===== config.mk =====
export PLATFORM = sky130hd
export DESIGN_NAME = http_response_header_parser_unit
export DESIGN_NICKNAME = d
export VERILOG_FILES = /design/src/hrhp_pkg.sv /design/src/hrhp_step.sv /design/src/http_response_header_parser_unit.sv
export VERILOG_INCLUDE_DIRS = /design/src /design/src/src
export SDC_FILE = /design/constraint.sdc
export NUM_CORES = 1
export LEC_CHECK = 0
export BUFFER_PORTS_ARGS = -buffer_cell sky130_fd_sc_hd__clkbuf_2
export CORE_AREA = 2 2 179 181
export CTS_CLUSTER_DIAMETER = 40
export DETAILED_ROUTE_END_ITERATION = 16
export DIE_AREA = 0 0 181 183
export PLACE_DENSITY = 0.67
export SYNTH_ARGS = -nofsm -noshare
export SYNTH_HDL_FRONTEND = slang
export SYNTH_SLANG_ARGS = --single-unit

===== constraint.sdc =====
create_clock -name clk -period 9.5 [get_ports clk]
set_input_delay 0 -clock clk [delete_from_list [all_inputs] [get_ports clk]]
set_output_delay 0 -clock clk [all_outputs]
set_load 0.1 [all_outputs]

===== src/http_response_header_parser_unit_assert.svh =====
// Assertion macros shared by the parser RTL.
`ifndef HTTP_RESPONSE_HEADER_PARSER_UNIT_ASSERT_SVH
`define HTTP_RESPONSE_HEADER_PARSER_UNIT_ASSERT_SVH

// Same-cycle implication, checked at every rising edge outside reset.
`define HRHP_ASSERT_NOW(label, ante, cons) \
    label: assert property (@(posedge clk) disable iff (!rst_n) (ante) |-> (cons)) \
        else $error("parser assertion failed");

// Next-cycle implication, checked at every rising edge outside reset.
`define HRHP_ASSERT_NEXT(label, ante, cons) \
    label: assert property (@(posedge clk) disable iff (!rst_n) (ante) |=> (cons)) \
        else $error("parser assertion failed");

`endif


===== src/hrhp_pkg.sv =====
// Shared types, phase codes and character tables of the HTTP response head parser.
`default_nettype none
package hrhp_pkg;

    localparam logic [3:0] PH_IDLE       = 4'd0;
    localparam logic [3:0] PH_PREFIX     = 4'd1;
    localparam logic [3:0] PH_PREFIX_BAD = 4'd2;
    localparam logic [3:0] PH_MAJOR      = 4'd3;
    localparam logic [3:0] PH_MINOR      = 4'd4;
    localparam logic [3:0] PH_CODE       = 4'd5;
    localparam logic [3:0] PH_SKIP       = 4'd6;
    localparam logic [3:0] PH_REASON     = 4'd7;
    localparam logic [3:0] PH_LINE_CR    = 4'd8;
    localparam logic [3:0] PH_LINE_BAD   = 4'd9;
    localparam logic [3:0] PH_NAME       = 4'd10;
    localparam logic [3:0] PH_CL_SKIP    = 4'd11;
    localparam logic [3:0] PH_CL_DIGITS  = 4'd12;
    localparam logic [3:0] PH_VALUE      = 4'd13;
    localparam logic [3:0] PH_END_CR     = 4'd14;

    localparam logic [1:0] OUT_DONE   = 2'd0;
    localparam logic [1:0] OUT_PROTO  = 2'd1;
    localparam logic [1:0] OUT_HEADER = 2'd2;

    localparam logic [7:0] CH_CR    = 8'h0D;
    localparam logic [7:0] CH_LF    = 8'h0A;
    localparam logic [7:0] CH_SPACE = 8'h20;
    localparam logic [7:0] CH_DOT   = 8'h2E;
    localparam logic [7:0] CH_COLON = 8'h3A;
    localparam logic [7:0] CH_ZERO  = 8'h30;
    localparam logic [7:0] CH_NINE  = 8'h39;

    localparam logic [4:0] PREFIX_LEN = 5'd5;
    localparam logic [4:0] CODE_LEN   = 5'd3;
    localparam logic [4:0] CL_LEN     = 5'd15;
    localparam logic [4:0] TE_LEN     = 5'd18;
    localparam logic [4:0] POS_MAX    = 5'd31;

    localparam logic [9:0] STATUS_MAX = 10'd999;

    // Match bits of the header name: bit 0 Content-Length, bit 1 Transfer-Encoding.
    localparam logic [1:0] MATCH_BOTH = 2'b11;

    // Fixed-width part of the parser state.
    typedef struct packed {
        logic [3:0]  phase;
        logic [4:0]  position;
        logic [15:0] major_acc;
        logic [15:0] minor_acc;
        logic [9:0]  code_acc;
        logic        te_flag;
        logic [1:0]  name_match;
        logic        name_started;
    } state_t;

    function automatic logic [7:0] prefix_char(input logic [2:0] idx);
        logic [7:0] c;
        case (idx)
            3'd0:    c = "H";
            3'd1:    c = "T";
            3'd2:    c = "T";
            3'd3:    c = "P";
            3'd4:    c = "/";
            default: c = 8'h00;
        endcase
        return c;
    endfunction

    function automatic logic [7:0] cl_char(input logic [3:0] idx);
        logic [7:0] c;
        case (idx)
            4'd0:    c = "c";
            4'd1:    c = "o";
            4'd2:    c = "n";
            4'd3:    c = "t";
            4'd4:    c = "e";
            4'd5:    c = "n";
            4'd6:    c = "t";
            4'd7:    c = "-";
            4'd8:    c = "l";
            4'd9:    c = "e";
            4'd10:   c = "n";
            4'd11:   c = "g";
            4'd12:   c = "t";
            4'd13:   c = "h";
            4'd14:   c = ":";
            default: c = 8'h00;
        endcase
        return c;
    endfunction

    function automatic logic [7:0] te_char(input logic [4:0] idx);
        logic [7:0] c;
        case (idx)
            5'd0:    c = "t";
            5'd1:    c = "r";
            5'd2:    c = "a";
            5'd3:    c = "n";
            5'd4:    c = "s";
            5'd5:    c = "f";
            5'd6:    c = "e";
            5'd7:    c = "r";
            5'd8:    c = "-";
            5'd9:    c = "e";
            5'd10:   c = "n";
            5'd11:   c = "c";
            5'd12:   c = "o";
            5'd13:   c = "d";
            5'd14:   c = "i";
            5'd15:   c = "n";
            5'd16:   c = "g";
            5'd17:   c = ":";
            default: c = 8'h00;
        endcase
        return c;
    endfunction

    function automatic logic [7:0] to_lower(input logic [7:0] b);
        return (b >= "A" && b <= "Z") ? b + 8'd32 : b;
    endfunction

    // Saturating decimal step for the 16-bit version accumulators.
    function automatic logic [15:0] sat_dec16(input logic [15:0] acc, input logic [3:0] d);
        logic [19:0] w;
        w = ({4'd0, acc} << 3) + ({4'd0, acc} << 1) + {16'd0, d};
        return (w[19:16] != 4'd0) ? 16'hFFFF : w[15:0];
    endfunction

endpackage
`default_nettype wire


===== src/hrhp_step.sv =====
// Next-state and result logic for one byte of the response head.
`default_nettype none
module hrhp_step #(
    parameter int LENGTH_BITS = 32,
    parameter int COUNT_BITS  = 16
) (
    input  var hrhp_pkg::state_t   cur,
    input  wire [LENGTH_BITS-1:0]  cur_length,
    input  wire [COUNT_BITS-1:0]   cur_count,
    input  wire [7:0]              data_byte,
    input  wire                    start_req,
    output hrhp_pkg::state_t       nxt,
    output logic [LENGTH_BITS-1:0] nxt_length,
    output logic [COUNT_BITS-1:0]  nxt_count,
    output logic                   res_valid,
    output logic [1:0]             res_outcome
);

    localparam int LW = LENGTH_BITS + 4;

    hrhp_pkg::state_t       s;
    logic [LENGTH_BITS-1:0] len_s;
    logic [COUNT_BITS-1:0]  cnt_s;
    logic                   is_digit;
    logic [3:0]             d;
    logic [7:0]             lb;
    logic                   bad;
    logic [4:0]             pos_inc;
    logic [LW-1:0]          len_wide;
    logic [LENGTH_BITS-1:0] len_sat;
    logic [COUNT_BITS-1:0]  cnt_inc;
    logic [9:0]             code_step;

    assign is_digit = (data_byte >= hrhp_pkg::CH_ZERO) && (data_byte <= hrhp_pkg::CH_NINE);
    assign d        = 4'(data_byte - hrhp_pkg::CH_ZERO);
    assign lb       = hrhp_pkg::to_lower(data_byte);

    always_comb
    begin
        // A start byte clears everything and is then parsed as the first prefix byte.
        if (start_req)
        begin
            s            = '0;
            s.phase      = hrhp_pkg::PH_PREFIX;
            s.name_match = hrhp_pkg::MATCH_BOTH;
            len_s        = '0;
            cnt_s        = '0;
        end
        else
        begin
            s     = cur;
            len_s = cur_length;
            cnt_s = cur_count;
        end
    end

    assign pos_inc   = s.position + 5'd1;
    assign len_wide  = ({4'd0, len_s} << 3) + ({4'd0, len_s} << 1) + LW'(d);
    assign len_sat   = (len_wide[LW-1:LENGTH_BITS] != 4'd0) ? '1 : len_wide[LENGTH_BITS-1:0];
    assign cnt_inc   = (cnt_s == '1) ? cnt_s : cnt_s + 1'b1;
    assign code_step = (s.code_acc << 3) + (s.code_acc << 1) + 10'(d);

    always_comb
    begin
        nxt         = s;
        nxt_length  = len_s;
        nxt_count   = cnt_s;
        res_valid   = 1'b0;
        res_outcome = hrhp_pkg::OUT_DONE;
        bad         = 1'b0;
        case (s.phase)
            hrhp_pkg::PH_PREFIX, hrhp_pkg::PH_PREFIX_BAD:
            begin
                bad = (s.position > 5'd4) || (data_byte != hrhp_pkg::prefix_char(s.position[2:0]))
                      || (s.phase == hrhp_pkg::PH_PREFIX_BAD);
                nxt.position = pos_inc;
                nxt.phase    = bad ? hrhp_pkg::PH_PREFIX_BAD : s.phase;
                if (pos_inc >= hrhp_pkg::PREFIX_LEN)
                begin
                    if (bad)
                    begin
                        res_valid   = 1'b1;
                        res_outcome = hrhp_pkg::OUT_PROTO;
                    end
                    else
                    begin
                        nxt.phase = hrhp_pkg::PH_MAJOR;
                    end
                end
            end
            hrhp_pkg::PH_MAJOR:
            begin
                if (is_digit)
                begin
                    nxt.major_acc = hrhp_pkg::sat_dec16(s.major_acc, d);
                end
                else if (data_byte == hrhp_pkg::CH_DOT)
                begin
                    nxt.phase = hrhp_pkg::PH_MINOR;
                end
                else
                begin
                    res_valid   = 1'b1;
                    res_outcome = hrhp_pkg::OUT_PROTO;
                end
            end
            hrhp_pkg::PH_MINOR:
            begin
                if (is_digit)
                begin
                    nxt.minor_acc = hrhp_pkg::sat_dec16(s.minor_acc, d);
                end
                else if (data_byte == hrhp_pkg::CH_SPACE)
                begin
                    nxt.phase    = hrhp_pkg::PH_CODE;
                    nxt.position = '0;
                end
                else
                begin
                    res_valid   = 1'b1;
                    res_outcome = hrhp_pkg::OUT_PROTO;
                end
            end
            hrhp_pkg::PH_CODE:
            begin
                if (is_digit)
                begin
                    nxt.code_acc = code_step;
                end
                nxt.position = pos_inc;
                if (pos_inc >= hrhp_pkg::CODE_LEN)
                begin
                    nxt.phase = hrhp_pkg::PH_SKIP;
                end
            end
            hrhp_pkg::PH_SKIP:
            begin
                nxt.phase = hrhp_pkg::PH_REASON;
            end
            hrhp_pkg::PH_REASON, hrhp_pkg::PH_VALUE:
            begin
                if (data_byte == hrhp_pkg::CH_CR || data_byte == hrhp_pkg::CH_LF)
                begin
                    if (s.phase == hrhp_pkg::PH_VALUE)
                    begin
                        nxt_count = cnt_inc;
                    end
                    nxt.phase = (data_byte == hrhp_pkg::CH_CR) ? hrhp_pkg::PH_LINE_CR
                                                               : hrhp_pkg::PH_LINE_BAD;
                end
            end
            hrhp_pkg::PH_LINE_CR:
            begin
                if (data_byte != hrhp_pkg::CH_LF)
                begin
                    res_valid   = 1'b1;
                    res_outcome = hrhp_pkg::OUT_HEADER;
                end
                else
                begin
                    nxt.phase        = hrhp_pkg::PH_NAME;
                    nxt.position     = '0;
                    nxt.name_match   = hrhp_pkg::MATCH_BOTH;
                    nxt.name_started = 1'b0;
                end
            end
            hrhp_pkg::PH_LINE_BAD:
            begin
                res_valid   = 1'b1;
                res_outcome = hrhp_pkg::OUT_HEADER;
            end
            hrhp_pkg::PH_NAME:
            begin
                if (data_byte == hrhp_pkg::CH_CR)
                begin
                    nxt.phase = hrhp_pkg::PH_END_CR;
                end
                else if (data_byte == hrhp_pkg::CH_LF)
                begin
                    res_valid   = 1'b1;
                    res_outcome = hrhp_pkg::OUT_HEADER;
                end
                else
                begin
                    nxt.name_started = 1'b1;
                    if (s.position >= hrhp_pkg::CL_LEN || lb != hrhp_pkg::cl_char(s.position[3:0]))
                    begin
                        nxt.name_match[0] = 1'b0;
                    end
                    if (s.position >= hrhp_pkg::TE_LEN || lb != hrhp_pkg::te_char(s.position))
                    begin
                        nxt.name_match[1] = 1'b0;
                    end
                    if (s.position < hrhp_pkg::POS_MAX)
                    begin
                        nxt.position = pos_inc;
                    end
                    if (data_byte == hrhp_pkg::CH_COLON)
                    begin
                        if (nxt.name_match[0] && nxt.position == hrhp_pkg::CL_LEN)
                        begin
                            nxt.phase = hrhp_pkg::PH_CL_SKIP;
                        end
                        else
                        begin
                            if (nxt.name_match[1] && nxt.position == hrhp_pkg::TE_LEN)
                            begin
                                nxt.te_flag = 1'b1;
                            end
                            nxt.phase = hrhp_pkg::PH_VALUE;
                        end
                    end
                end
            end
            hrhp_pkg::PH_CL_SKIP:
            begin
                nxt.phase = hrhp_pkg::PH_CL_DIGITS;
            end
            hrhp_pkg::PH_CL_DIGITS:
            begin
                if (is_digit)
                begin
                    nxt_length = len_sat;
                end
                else
                begin
                    nxt_count = cnt_inc;
                    nxt.phase = (data_byte == hrhp_pkg::CH_CR) ? hrhp_pkg::PH_LINE_CR
                                                               : hrhp_pkg::PH_LINE_BAD;
                end
            end
            hrhp_pkg::PH_END_CR:
            begin
                res_valid   = 1'b1;
                res_outcome = (data_byte != hrhp_pkg::CH_LF) ? hrhp_pkg::OUT_HEADER
                                                             : hrhp_pkg::OUT_DONE;
            end
            default:
            begin
                // Waiting for a new response: the byte is dropped.
            end
        endcase
        if (res_valid)
        begin
            nxt.phase = hrhp_pkg::PH_IDLE;
        end
    end

endmodule
`default_nettype wire


===== src/http_response_header_parser_unit.sv =====
// Top level of the byte-serial HTTP response head parser.
//
// The parser takes one byte of an HTTP response head per item on the slave
// stream and gives at most one result item per response on the master stream:
// either the parsed head (version, status code, Content-Length total,
// Transfer-Encoding flag and header count) once the blank line arrives, or a
// protocol or header error with the fields gathered so far. A byte with
// start_req set on tuser begins a new response and clears all fields; bytes
// that arrive while no response is open are dropped. The block takes one byte
// every cycle. Each byte lands in an input register, from which the next-state
// logic (one compare against the match tables and one multiply by ten done as
// shift-and-add) updates the parser state and, where the byte ends the head or
// breaks a rule, loads the result register. The last byte thus passes through
// the input register and then the result register before m_tvalid rises.
// While a result waits in the result register and the master side is not ready,
// the byte in the input register is held and s_tready stays low, so no byte
// moves until the result is taken; otherwise a byte is taken in every cycle.
// Accumulators saturate at their maximum rather than wrap.
`default_nettype none
module http_response_header_parser_unit #(
    parameter int LENGTH_BITS = 32,
    parameter int COUNT_BITS  = 16
) (
    input  wire         clk,
    input  wire         rst_n,
    input  wire         s_tvalid,
    output logic        s_tready,
    input  wire  [7:0]  s_tdata,   // [7:0] data_byte
    input  wire         s_tuser,   // [0] start_req
    output logic        m_tvalid,
    input  wire         m_tready,
    // [15:0] major_version, [31:16] minor_version, [41:32] status_code,
    // [73:42] content_length, [74] transfer_encoding_seen, [90:75] header_count,
    // [95:91] zero
    output logic [95:0] m_tdata,
    output logic [1:0]  m_tuser    // [1:0] outcome
);

`include "http_response_header_parser_unit_assert.svh"

    // Input register.
    logic                   in_valid_reg;
    logic [7:0]             in_byte_reg;
    logic                   in_start_reg;

    // Parser state.
    hrhp_pkg::state_t       st_reg;
    hrhp_pkg::state_t       st_next;
    logic [LENGTH_BITS-1:0] len_reg;
    logic [LENGTH_BITS-1:0] len_next;
    logic [COUNT_BITS-1:0]  cnt_reg;
    logic [COUNT_BITS-1:0]  cnt_next;

    // Result register.
    logic                   out_valid_reg;
    logic [95:0]            out_data_reg;
    logic [1:0]             out_kind_reg;

    logic                   res_valid;
    logic [1:0]             res_outcome;
    logic                   advance;
    logic                   process;
    logic [95:0]            res_data;

    // The state advances whenever the result register is free or being drained.
    assign advance  = !out_valid_reg || m_tready;
    assign process  = in_valid_reg && advance;
    assign s_tready = !in_valid_reg || advance;

    hrhp_step #(
        .LENGTH_BITS(LENGTH_BITS),
        .COUNT_BITS (COUNT_BITS)
    ) u_step (
        .cur        (st_reg),
        .cur_length (len_reg),
        .cur_count  (cnt_reg),
        .data_byte  (in_byte_reg),
        .start_req  (in_start_reg),
        .nxt        (st_next),
        .nxt_length (len_next),
        .nxt_count  (cnt_next),
        .res_valid  (res_valid),
        .res_outcome(res_outcome)
    );

    // Result fields are the accumulators as they stand after this byte.
    assign res_data = {5'd0,
                       16'(cnt_next),
                       st_next.te_flag,
                       32'(len_next),
                       st_next.code_acc,
                       st_next.minor_acc,
                       st_next.major_acc};

    always_ff @(posedge clk or negedge rst_n)
    begin
        if (!rst_n)
        begin
            in_valid_reg  <= 1'b0;
            out_valid_reg <= 1'b0;
            // Fields in order: phase, position, major, minor, code, te flag,
            // name match, name started.
            st_reg        <= {hrhp_pkg::PH_IDLE, 5'd0, 16'd0, 16'd0, 10'd0, 1'b0,
                              hrhp_pkg::MATCH_BOTH, 1'b0};
            len_reg       <= '0;
            cnt_reg       <= '0;
        end
        else
        begin
            if (s_tready)
            begin
                in_valid_reg <= s_tvalid;
            end
            if (process)
            begin
                st_reg  <= st_next;
                len_reg <= len_next;
                cnt_reg <= cnt_next;
            end
            if (advance)
            begin
                out_valid_reg <= process && res_valid;
            end
        end
    end

    always_ff @(posedge clk)
    begin
        if (s_tready && s_tvalid)
        begin
            in_byte_reg  <= s_tdata;
            in_start_reg <= s_tuser;
        end
        if (process && res_valid)
        begin
            out_data_reg <= res_data;
            out_kind_reg <= res_outcome;
        end
    end

    assign m_tvalid = out_valid_reg;
    assign m_tdata  = out_data_reg;
    assign m_tuser  = out_kind_reg;

    // A byte waiting in the input register is not lost while the output stalls.
    `HRHP_ASSERT_NEXT(a_in_hold, in_valid_reg && !advance, in_valid_reg)
    // Only the three defined outcome codes reach the port.
    `HRHP_ASSERT_NOW(a_outcome_code, out_valid_reg,
        out_kind_reg == hrhp_pkg::OUT_DONE || out_kind_reg == hrhp_pkg::OUT_PROTO ||
        out_kind_reg == hrhp_pkg::OUT_HEADER)
    // After producing a result the parser waits for the next response.
    `HRHP_ASSERT_NEXT(a_idle_after_result, process && res_valid,
        st_reg.phase == hrhp_pkg::PH_IDLE && out_valid_reg)
    // The status code never exceeds three decimal digits.
    `HRHP_ASSERT_NOW(a_status_range, out_valid_reg, out_data_reg[41:32] <= hrhp_pkg::STATUS_MAX)

endmodule
`default_nettype wire

After elaboration in Yosys (flattened, before gate mapping)
Memories as Yosys holds them, arrays and structs flattened.
Cells that the tools add are included.
- memories: 2
- memory bits (read-only): 336
- output and inout bits: 100
- input port bits: 13
- flip-flop bits (word level): 207
- logic and storage cells: 184
- reductions and logical operators: 26
- $lt $le $gt $ge: 10
- add/subtract/negate cells: 12
- equality and inequality tests: 30
- mux-type cells: 88
- memories (memory ; depth ; bits a word ; read ports ; clocked after Yosys merged registers in ; wr ports ; RTL line ; RTL):
    (no name shown) ; 32 ; 7 ; 1 ; 0 ; 0 ; hrhp_pkg.sv:94 ; case (idx)
    (no name shown) ; 16 ; 7 ; 1 ; 0 ; 0 ; hrhp_pkg.sv:71 ; case (idx)
- operators with widths (cell ; count):
    $mux W16 ; 11
    $mux W32 ; 4
    $mux W8 ; 8
    $mux W55 ; 1
    $mux W4 ; 13
    $add A19 B17 Y20 ; 2
    $add A20 B4 Y20 ; 2
    $pmux W4 S10 ; 1
    $add A35 B33 Y36 ; 1
    $add A36 B4 Y36 ; 1
    $mux W9 ; 4
    $pmux W16 S2 ; 1
    $eq A4 B4 Y1 const B ; 7
    $pmux W7 S4 ; 1
    $mux W1 ; 27
    $mux W5 ; 5
    $eq A8 B6 Y1 const B ; 3
    $ne A8 B8 Y1 ; 3
    $mux W10 ; 2
    $pmux W5 S4 ; 1
    $add A16 B1 Y16 const B ; 1
    $eq A16 B16 Y1 const B ; 1
    $eq A4 B3 Y1 const B ; 4
    $eq A8 B4 Y1 const B ; 2
    other kinds (35) ; 60

Longest topological paths before layout
Gate-level depths: netlist of run 1.
An unclocked memory read counts as a cell.
- depth after elaboration: 18
- depth in mapped cells: 21
- gate-level depth less buffers: 14

Hierarchy
From an unflattened synthesis of run 1, not the netlist that was laid out.
- cell total of the unflattened synthesis: 1492
- area total of the unflattened synthesis: 15228.4 um^2
- modules (own cells, without submodules) (module ; times used ; area each (um^2) ; seq. area each (um^2) ; cells each):
    hrhp_step ; 1 ; 7911.3 ; 0.0 ; 1156
    http_response_header_parser_unit ; 1 ; 7317.0 ; 5693.0 ; 336

Least setup slack after synthesis of run 1
No wires, ideal clock.
- path kind: reg-to-reg
- start point: register in_start_reg
- end point: register out_data_reg[0] (netlist: m_tdata[0]) (enable)
- clock period less this slack: 6.943 ns
- arrival: 6.396 ns
- slack: 2.557 ns
- cell stages (with the launch flop): 15
- data required time: 8.953 ns
- path buffers: 2
- setup time: 0.547 ns
- path through: edfxtp_1 > buf_2 > inv_1 > clkbuf_1 > nand2_1 > inv_1 > ha_1 > ha_1 > xor2_1 > a21oi_1 > o31ai_1 > a2111oi_0 > a2bb2oi_1 > o211a_1 > nor2_1
- longest elaborated chain between the ends: 12
- elaborated cells on any way between the ends: 29
- those cells by class: add/sub (1); order compare (2); eq/ne (13); mux (6); reduce/logical (7)
- RTL lines (item ; RTL line ; RTL):
    from (decl) ; http_response_header_parser_unit.sv:44 ; logic in_start_reg;
    from (signal assigned) ; http_response_header_parser_unit.sv:132 ; in_start_reg <= s_tuser;
    $mux W55 * ; hrhp_step.sv:41 ; if (start_req)
    $eq A3 B1 Y1 or $eq A3 B2 Y1 (tied branches) ; hrhp_pkg.sv:58 ; case (idx)
    $reduce_or A2 Y1 (no line) ; - ;
    $pmux W7 S4 ; hrhp_pkg.sv:58 ;
    $mux W8 ; hrhp_step.sv:71 ; case (s.phase)
    $ne A8 B8 Y1 ; hrhp_step.sv:74 ; bad = (s.position > 5'd4) || (data_byte != hrhp_pkg::prefix_char(s.position[2:0]))
    $logic_or A1 B1 Y1 ; hrhp_step.sv:74 ;
    $logic_or A1 B1 Y1 ; hrhp_step.sv:75 ; || (s.phase == hrhp_pkg::PH_PREFIX_BAD);
    $mux W1 ; hrhp_step.sv:80 ; if (bad)
    $mux W1 ; hrhp_step.sv:78 ; if (pos_inc >= hrhp_pkg::PREFIX_LEN)
    $pmux W1 S6 * ; hrhp_step.sv:71 ;
    $logic_and A1 B1 Y1 * ; http_response_header_parser_unit.sv:134 ; if (process && res_valid)
    to (signal assigned) ; http_response_header_parser_unit.sv:136 ; out_data_reg <= res_data;
    to (decl) ; http_response_header_parser_unit.sv:56 ; logic [95:0] out_data_reg;
Every way passes the cells marked *; elsewhere a longest branch is shown, timed or not. The select of a mux whose other input is x is not followed.
A chain may end at the register's enable or synchronous reset.

Worst setup path in the final report of run 1
- start point: register in_start_reg
- end point: register out_data_reg[55] (netlist: m_tdata[55]), data pin
- longest elaborated chain between the ends: 7
- elaborated cells on any way between the ends: 9
- those cells by class: add/sub (2); eq/ne (1); mux (5); reduce/logical (1)
- RTL lines (item ; RTL line ; RTL):
    $mux W32 ; hrhp_step.sv:41 ;
    $add A35 B33 Y36 ; hrhp_step.sv:58 ; assign len_wide = ({4'd0, len_s} << 3) + ({4'd0, len_s} << 1) + LW'(d);
    $add A36 B4 Y36 ; hrhp_step.sv:58 ;
    $reduce_bool A4 Y1 ; hrhp_step.sv:59 ; assign len_sat = (len_wide[LW-1:LENGTH_BITS] != 4'd0) ? '1 : len_wide[LENGTH_BITS-1:0];
    $mux W32 ; hrhp_step.sv:59 ;
    $mux W32 ; hrhp_step.sv:221 ; if (is_digit)
    $mux W32 * ; hrhp_step.sv:71 ;
    via len_next[13] ; http_response_header_parser_unit.sv:50 ; logic [LENGTH_BITS-1:0] len_next;
The timed path passes the listed nets; every way through them passes the cells marked *.

==> results of run 1 <==
==> worst max-delay path, stage by stage, from the launching register on <==
cell       delay (ps)
edfxtp_1          370
buf_12            470
nor2b_1           230
fa_1              560
fa_1              510
a211oi_1          260
nor2_1            100
o2bb2ai_1         170
a41oi_1           230
a21oi_1           160
o41ai_4           350
xor2_2            570
and2_1            220
buf_4             430
a21oi_1           160
==> how the worst min path moves through the flow <==
stage,start,depth (start not counted),to,slack [ps]
final,s_tdata[4],2,in_byte_reg[4],210
after global routing,s_tdata[4],2,in_byte_reg[4],200
after CTS,s_tdata[7],2,in_byte_reg[7],180
after detailed placement,rst_n,1,st_reg[39],-3
after global placement,rst_n,1,st_reg[39],-10
after floorplan,rst_n,0,cnt_reg[0],-300
==> layout by cell type (no fill, tap or decap), types with 11 or more instances in the layout <==
cell type / netlist / final
a21o_1: 35 / 35
a21oi_1: 137 / 137
a31oi_1: 31 / 31
and2_1: 13 / 13
and3_1: 12 / 12
buf_4: 6 / 17
clkbuf_16: 0 / 41
clkbuf_2: 0 / 106
dfrtp_1: 102 / 102
dlygate4sd3_1: 0 / 14
edfxtp_1: 102 / 102
ha_1: 152 / 152
inv_1: 34 / 34
mux2_2: 17 / 17
nand2_1: 162 / 161
nand2b_1: 19 / 19
nand3_1: 26 / 26
nand4_1: 13 / 13
nor2_1: 197 / 196
nor2b_1: 97 / 97
nor3_1: 35 / 33
o211ai_1: 16 / 16
o21a_1: 14 / 14
o21ai_0: 97 / 97
o21bai_1: 11 / 11
o22a_1: 12 / 12
o2bb2ai_1: 13 / 13
or3_1: 13 / 13
xnor2_1: 51 / 51
xor2_1: 31 / 31
==> cell families (layout without fill, tap and decap cells) <==
kind of cell,after synthesis,after routing
other,1,5
AO/OA/AOI/OAI,479,479
flip-flops,206,206
XOR/XNOR,83,83
buffers and inverters,128,245
adder cells (fa/ha/maj),160,160
multiplexers,26,26
AND/OR/NAND/NOR,624,624
==> metrics by stage <==
stage	utilization	cells	cell area, um^2
after CTS	0.566	2230	17700
final	0.566	2230	17700
after floorplan	-	1711	15400
after detailed placement	0.520	2143	16200
after global routing	0.566	2230	17700
after global placement	0.520	2143	16200
==> final cells by class <==
cell class / instances / area (um^2)
fillers: 2813 / 13500
multi-input cells: 1377 / 9260
flip-flops and latches: 206 / 5670
clock buffers: 49 / 1080
repair buffers: 139 / 838
well taps: 402 / 503
clock inverters: 23 / 218
inverters: 34 / 128
==> routing by layer <==
metal,global-route usage,wire (um)
met2,0.392,18200
met3,0.0407,2250
met5,0,0
met1,0.332,18700
met4,0.0787,1030
==> power groups by stage <==
| stage | clock network, uW | logic [uW] | registers [uW] |
|---|---|---|---|
| floorplan | 0 | 533 | 1630 |
| global placement | 0 | 1190 | 1200 |
| detailed placement | 0 | 1200 | 1190 |
| CTS | 1380 | 1210 | 1180 |
| global route | 1420 | 1290 | 1200 |
| finish | 1360 | 1210 | 1180 |
==> flow_summary.yaml, run 1 <==
setup_path:
  cp-startpoint: "in_start_reg"
  r2r_start: "in_start_reg"
  r2r_slack_ps: 4250
  required_ps: 9750
  r2r-end: "m_tdata[55]"
  cp-end-kind: "flip-flop"
  cp-start-kind: "flip-flop"
  criticalPathCategory: "flip-flop to flip-flop"
  path_max_fanout: 139
  crit_arrival_ps: 5500
  setup.worst_path.end: "m_tdata[55]"
  r2r_cells: 14
cells_and_area:
  area_delta_synth_final_pct: 14.6
  layout.nets: 1970
  drive_gt1_frac: 0.128
  diodes: 0
  largest_register_ffs: 91
die:
  row_count: 65
  start_util: 0.494
  die_y_um: 183
  die_area_mm2: 0.0331
  die_width_um: 181
  io_pins: 113
  core-area_mm2: 0.0312
synthesis:
  synth_top_family_by_area: "compound AO/OA/AOI/OAI gates"
  synth-xor-area-share: 0.0476
  ys_seq_elements: 206
  synth_fa_ha_area_frac: 0.134
  ys_types: 86
  synth-main-ff-cell: "edfxtp_1"
  synth_common_cells: "197 x nor2_1, 162 x nand2_1, 152 x ha_1"
  synth_edf_count: 102
  ys_seq_area_frac: 0.367
  synth-compound-area-share: 0.203
  yosys.area.top_type_share: 0.199
  synthTopCellsByArea: "edfxtp_1 20%, dfrtp_1 17%, ha_1 12%"
  synthArstFlopShare: 0.505
  yosysWarnings: 0
  synthMuxAreaShare: 0.0182
  synth_simple_gate_area_share: 0.195
  syn_area_mm2: 0.0154
  netlist_instances: 1707
  yosysMostFrequentCell: "nor2_1"
  synth.largest_area_cell: "edfxtp_1"
  syn_area_per_cell_um2: 9.04
global_routing:
  antenna_found_initial: 0
  track_usage: 0.242
  grt_pass1_vias: 12800
  grt_pass1_wl_mm: 65.5
  grt_max_degree: 140
  overflow: 0
power:
  power_uw: 3760
  p_leak_uw: 0.00807
  power_density_mw_per_mm2: 212
  peakVddDrop_mv: 0.142
  power.internal_uw: 2210
  pwr-share-clk: 0.363
  switchingPower_uw: 1550
  seqPwrFrac: 0.315
  switching_share: 0.411
  comb_power_share: 0.322
min_path:
  hp-class: "primary input to flip-flop"
routing:
  drt-initial-drc-count: 1191
  vias_per_cell: 5.90
  route.detailed.drc: 0
  antenna_left: 0
  avgRoutedWirePerCell_um: 18.0
  drt_wl_total_mm: 40.2
  first_pass_iters: 7
  num_vias: 13100
placed_design:
  numPortBuffers: 107
  hpwl_mm: 26.5
  routabilityCongestion: 0.884
  dp_slack_ps: 4360
cts:
  post_cts_buffers: 0
  numClockSinks: 206
  cts_tree: "built"
  clk_latency_ps: 540
  cts.clk_slew.worst_paths_ps: 50
  htree_num_levels: 2
  cts_hold_buf: 15
  cts_resized: 0
  cts_made_buffers: 39
  cts_max_path_buffers: 3
  root_buffer: "clkbuf_16"
sta:
  fmax_mhz: 190
  finalHoldWorstSlack_ps: 207
  rsz0062_at_grt: "no"
  finalSetupTns_ps: 0
  skew_ps: 18.4
  finalHoldViolCount: 0
  fin_crit_sh: 0.553
  drv_slew: 0
  slew_headroom: 0.186
  period_minus_slack_ps: 5250
  worstMarginPinSlew_ps: 1210
  setup_viol: 0
  layout_setup_ws_ps: 4250
job:
  max-cap-violations: 0
run_status:
  outcome: "completed"
Power figures use the tool's default switching activity.
==> inputs of run 2 (changes only) <==
--- a/config.mk
+++ b/config.mk
@@ -6,12 +6,13 @@
 export SDC_FILE = /design/constraint.sdc
 export NUM_CORES = 1
 export LEC_CHECK = 0
+export ABC_AREA = 1
 export BUFFER_PORTS_ARGS = -buffer_cell sky130_fd_sc_hd__clkbuf_2
-export CORE_AREA = 2 2 179 181
+export CORE_AREA = 2 2 189 191
 export CTS_CLUSTER_DIAMETER = 40
 export DETAILED_ROUTE_END_ITERATION = 16
-export DIE_AREA = 0 0 181 183
-export PLACE_DENSITY = 0.67
+export DIE_AREA = 0 0 191 193
+export PLACE_DENSITY = 0.66
 export SYNTH_ARGS = -nofsm -noshare
 export SYNTH_HDL_FRONTEND = slang
 export SYNTH_SLANG_ARGS = --single-unit
==> constraint.sdc (replaced) <==
create_clock -name clk -period 5.3 [get_ports clk]
set_input_delay 0 -clock clk [delete_from_list [all_inputs] [get_ports clk]]
set_output_delay 0 -clock clk [all_outputs]
set_load 0.1 [all_outputs]
==> flow_summary.yaml, run 2 <==
run_status:
  outcome: "completed"
global_routing:
  grt_pass1_wl_mm: 77.3
  track_usage: 0.261
  grt_pass1_vias: 15500
  grt_max_degree: 67
  overflow: 0
  antenna_found_initial: 0
cts:
  cts_made_buffers: 40
  cts_tree: "built"
  cts.clk_slew.worst_paths_ps: 50
  post_cts_buffers: 0
  clk_latency_ps: 570
  cts_max_path_buffers: 3
  root_buffer: "clkbuf_16"
  numClockSinks: 206
  htree_num_levels: 2
synthesis:
  syn_area_per_cell_um2: 7.01
  ys_seq_elements: 206
  yosysMostFrequentCell: "nand2_1"
  yosysWarnings: 0
  synth-main-ff-cell: "edfxtp_1"
  ys_seq_area_frac: 0.331
  yosys.area.top_type_share: 0.179
  ys_types: 59
  synthTopCellsByArea: "edfxtp_1 18%, nand2_1 16%, dfrtp_1 15%"
  netlist_instances: 2445
  synth.largest_area_cell: "edfxtp_1"
  syn_area_mm2: 0.0171
  synthArstFlopShare: 0.505
  synth_edf_count: 102
  synth_common_cells: "737 x nand2_1, 354 x inv_1, 243 x nand3_1"
die:
  io_pins: 113
  start_util: 0.490
  die_area_mm2: 0.0369
  die_y_um: 193
  core-area_mm2: 0.0350
  die_width_um: 191
  row_count: 69
sta:
  worstMarginPinSlew_ps: 901
  finalHoldWorstSlack_ps: 103
  skew_ps: 24.4
  slew_headroom: 0.400
  finalSetupTns_ps: 0
  drv_slew: 0
  setup_viol: 0
  fin_crit_sh: 0.826
  period_minus_slack_ps: 4380
  fmax_mhz: 228
  rsz0062_at_grt: "no"
  finalHoldViolCount: 0
cells_and_area:
  most-common-layout-cells: "735 x nand2_1, 353 x inv_1, 243 x nand3_1"
  area_delta_synth_final_pct: 14.1
  layout.nets: 2732
  drive_gt1_frac: 0.110
  diodes: 0
  fin_util: 0.559
  final_common_cell: "nand2_1"
  largest_register_ffs: 91
  instances_no_fill: 3051
placed_design:
  hpwl_mm: 34.6
  numPortBuffers: 107
  post-place-cells: 2965
  routabilityCongestion: 0.999
routing:
  route.detailed.drc: 0
  avgRoutedWirePerCell_um: 15.4
  antenna_left: 0
  vias_per_cell: 5.31
  drt_wl_total_mm: 47.0
  first_pass_iters: 6
  drt-initial-drc-count: 1072
  num_vias: 16200
setup_path:
  crit_arrival_ps: 4700
  cp-start-kind: "flip-flop"
  cp-end-kind: "flip-flop"
  r2r_slack_ps: 920
  criticalPathCategory: "flip-flop to flip-flop"
  required_ps: 5620
  path_max_fanout: 44
job:
  max-cap-violations: 0
power:
  peakVddDrop_mv: 0.356
  p_leak_uw: 0.0111
  power_density_mw_per_mm2: 377
min_path:
  hp-class: "primary input to asynchronous set/reset pin"
[run 2: kinds of logic after synthesis]
logic type	Yosys count	share of synthesized area
AND/OR/NAND/NOR	1314	0.331
buffers and inverters	438	0.103
AO/OA/AOI/OAI	288	0.0947
flip-flops	206	0.331
adder cells (fa/ha/maj)	160	0.120
XOR/XNOR	38	0.0194
other	1	0.000219
[run 2: area by class of cell]
type                       count  area (um^2)
tap                          461          577
multi-input combinational   1805         9720
timing repair buffer         133          778
clock inverter                27          337
sequential                   206         5670
fill                        3418        15400
clock buffer                  46         1050
inverter                     373         1410
[run 2: final timing paths]
path	from	cells after the start	to
max reg2reg	in_start_reg	19	m_tdata[59]
min	rst_n	2	st_reg[20]
max in group asynchronous	rst_n	3	cnt_reg[10]
min reg2reg	st_reg[16]	2	st_reg[16]
max	in_start_reg	19	m_tdata[59]
min in group clk	s_tdata[1]	2	in_byte_reg[1]
[run 2: timing repair]
action,4_1_cts,5_1_grt
hold buffers,13,0
resized for setup,0,0
endpoints found under the hold margin,65,0
[run 2: stage by stage]
stage	cell area (um^2)	total power, uW	setup WS (ps)
floorplan	17100	4240	1130
global placement	18000	4740	1050
detailed placement	18000	4750	957
CTS	19500	7420	942
global route	19500	7680	569
finish	19500	7370	920
[run 2: routing by layer]
metal	track usage	vias to the layer above	wire, um
met5	0	-	0
met4	0.0900	0	1480
met3	0.0494	104	3040
met2	0.435	499	21700
met1	0.339	7462	20800
li1	-	8146	-
[run 2: power breakdown]
| part | leakage [uW] | switching (uW) | internal, uW |
|---|---|---|---|
| combinational | 0.00805 | 2200 | 408 |
| sequential | 0.00240 | 145 | 1980 |
| clock | 0.000665 | 934 | 1690 |
[run 2: worst max-delay path, stage by stage, from the launching register on]
cell and delay (ps):
edfxtp_1 430, inv_4 420, buf_4 440, nand2_1 130
inv_1 120, ha_1 240, ha_1 350, inv_1 90
o21ai_0 130, a21oi_1 440, o21ai_0 200, a21oi_1 230
nand2_1 80, nand2_1 60, nand2_1 70, nor2_2 150
buf_4 270, nand3_1 140, nand2_1 90, inv_1 40
==> inputs of run 3 (changes only) <==
==> constraint.sdc (replaced) <==
create_clock -name clk -period 4.3 [get_ports clk]
set_input_delay 0 -clock clk [delete_from_list [all_inputs] [get_ports clk]]
set_output_delay 0 -clock clk [all_outputs]
set_load 0.1 [all_outputs]
==> flow_summary.yaml, run 3 (synthesis gave the netlist of run 2 again) <==
cts:
  numClockSinks: 206
  cts.clk_slew.worst_paths_ps: 50
  clk_latency_ps: 550
  cts_tree: "built"
  root_buffer: "clkbuf_16"
  cts_made_buffers: 39
  htree_num_levels: 2
  post_cts_buffers: 0
  cts_max_path_buffers: 3
routing:
  vias_per_cell: 5.32
  antenna_left: 0
  drt_wl_total_mm: 48.0
  drt-initial-drc-count: 1126
  first_pass_iters: 6
  avgRoutedWirePerCell_um: 15.7
  route.detailed.drc: 0
  num_vias: 16200
setup_path:
  crit_path_frequent_cell: "nand2_1"
  cp-end-kind: "flip-flop"
  crit_arrival_ps: 4240
  criticalPathCategory: "flip-flop to flip-flop"
  cp-start-kind: "flip-flop"
  slowest_stage: "edfxtp_1"
  required_ps: 4600
  cp-startpoint: "in_start_reg"
  path_max_fanout: 32
  r2r_start: "in_start_reg"
  crit_chain: "inv_4 > buf_12 > nand2_1 > inv_1 > ha_1 > ha_1 > a21oi_1 > nor2_1 > nor2_1 > o21ai_0 > a21oi_1 > nand2_1 > nand2_1 > nand2_1 > a21oi_2 > buf_4 > nand3_1 > nand2_1 > inv_1"
  slowest_delay_ps: 420
global_routing:
  grt_pass1_wl_mm: 78.3
  overflow: 0
  use_met3: 0.0409
  grt_pass1_vias: 15800
  use_met2: 0.441
  grt_max_degree: 71
  track_usage: 0.264
  gr-usage-met1: 0.350
  top_usage_layer: "met2"
  antenna_found_initial: 0
die:
  die_y_um: 193
  row_count: 69
  die_width_um: 191
  core-area_mm2: 0.0350
  die_area_mm2: 0.0369
  io_pins: 113
  start_util: 0.490
sta:
  setup_viol: 0
  fmax_mhz: 254
  rsz0062_at_grt: "no"
  worstMarginPinSlew_ps: 806
  fin_crit_sh: 0.915
  finalHoldViolCount: 0
  finalHoldWorstSlack_ps: 102
  finalSetupTns_ps: 0
  period_minus_slack_ps: 3930
  drv_slew: 0
  skew_ps: 22.0
  slew_headroom: 0.462
cells_and_area:
  diodes: 0
  area_delta_synth_final_pct: 14.7
  drive_gt1_frac: 0.110
  largest_register_ffs: 91
  final_common_cell: "nand2_1"
  layout.nets: 2734
  most-common-layout-cells: "735 x nand2_1, 353 x inv_1, 243 x nand3_1"
power:
  power_density_mw_per_mm2: 469
  p_leak_uw: 0.0112
  peakVddDrop_mv: 0.424
job:
  max-cap-violations: 0
min_path:
  hp-class: "primary input to asynchronous set/reset pin"
placed_design:
  hpwl_mm: 35.0
  numPortBuffers: 107
  routabilityCongestion: 0.993
run_status:
  outcome: "completed"
==> run 3: changes by cell type in the layout (fill, tap and decap cells not counted), moves of 2 or more <==
| cell | delta |
|---|---|
| inv_8 | +2 |
| inv_6 | -6 |
| buf_12 | +2 |
| bufinv_16 | +3 |
==> run 3: area by class of cell <==
| type | count | area [um^2] |
|---|---|---|
| Fill cell | 3343 | 15300 |
| Multi-Input combinational cell | 1805 | 9730 |
| Sequential cell | 206 | 5670 |
| Inverter | 373 | 1410 |
| Clock buffer | 46 | 1060 |
| Timing Repair Buffer | 136 | 826 |
| Tap cell | 461 | 577 |
| Clock inverter | 25 | 374 |
==> run 3: metal layers <==
metal  routed length [um]  vias to the layer above
met5                    0                        -
met4                 1260                        0
met3                 2730                       79
met2                22000                      476
met1                22000                     7529
li1                     -                     8162
==> run 3: worst max-delay path: cells and delay by family, from the launching register on <==
kind                     cells  cell delay, ps
buffers and inverters        5            1050
AND/OR/NAND/NOR              8             950
flip-flops                   1             420
AO/OA/AOI/OAI                4             690
adder cells (fa/ha/maj)      2             590
==> run 3: worst paths after layout <==
kind                             endpoint  slack, ps  depth (start not counted)
setup / recovery              m_tdata[59]        370                         19
hold / removal                 st_reg[17]        100                          2
hold reg to reg                len_reg[4]        480                          2
setup reg to reg              m_tdata[59]        370                         19
max in group asynchronous     cnt_reg[10]       2900                          3
min in group clk           in_byte_reg[2]        170                          2
==> run 3: timing repair <==
action,CTS,global route
hold buffers,13,0
setup endpoints to repair,0,17
endpoints found under the hold margin,63,0
resized for setup,0,2
==> run 3: stage by stage <==
stage | total power, uW | util | cell area [um^2] | setup slack [ps] | std cells
after global placement | 5890 | 0.517 | 18100 | 345 | 2968
after floorplan | 5230 | - | 17100 | 132 | 2449
after detailed placement | 5870 | 0.517 | 18100 | 219 | 2968
after global routing | 9580 | 0.562 | 19600 | 75.5 | 3052
after CTS | 9300 | 0.561 | 19600 | 219 | 3052
final | 9220 | 0.562 | 19600 | 366 | 3052
==> run 3: power breakdown <==
| part | switching (uW) | internal [uW] | total [uW] | leakage [uW] |
|---|---|---|---|---|
| Clock | 1100 | 2270 | 3370 | 0.000685 |
| Sequential | 164 | 2440 | 2610 | 0.00240 |
| Combinational | 2740 | 506 | 3250 | 0.00808 |
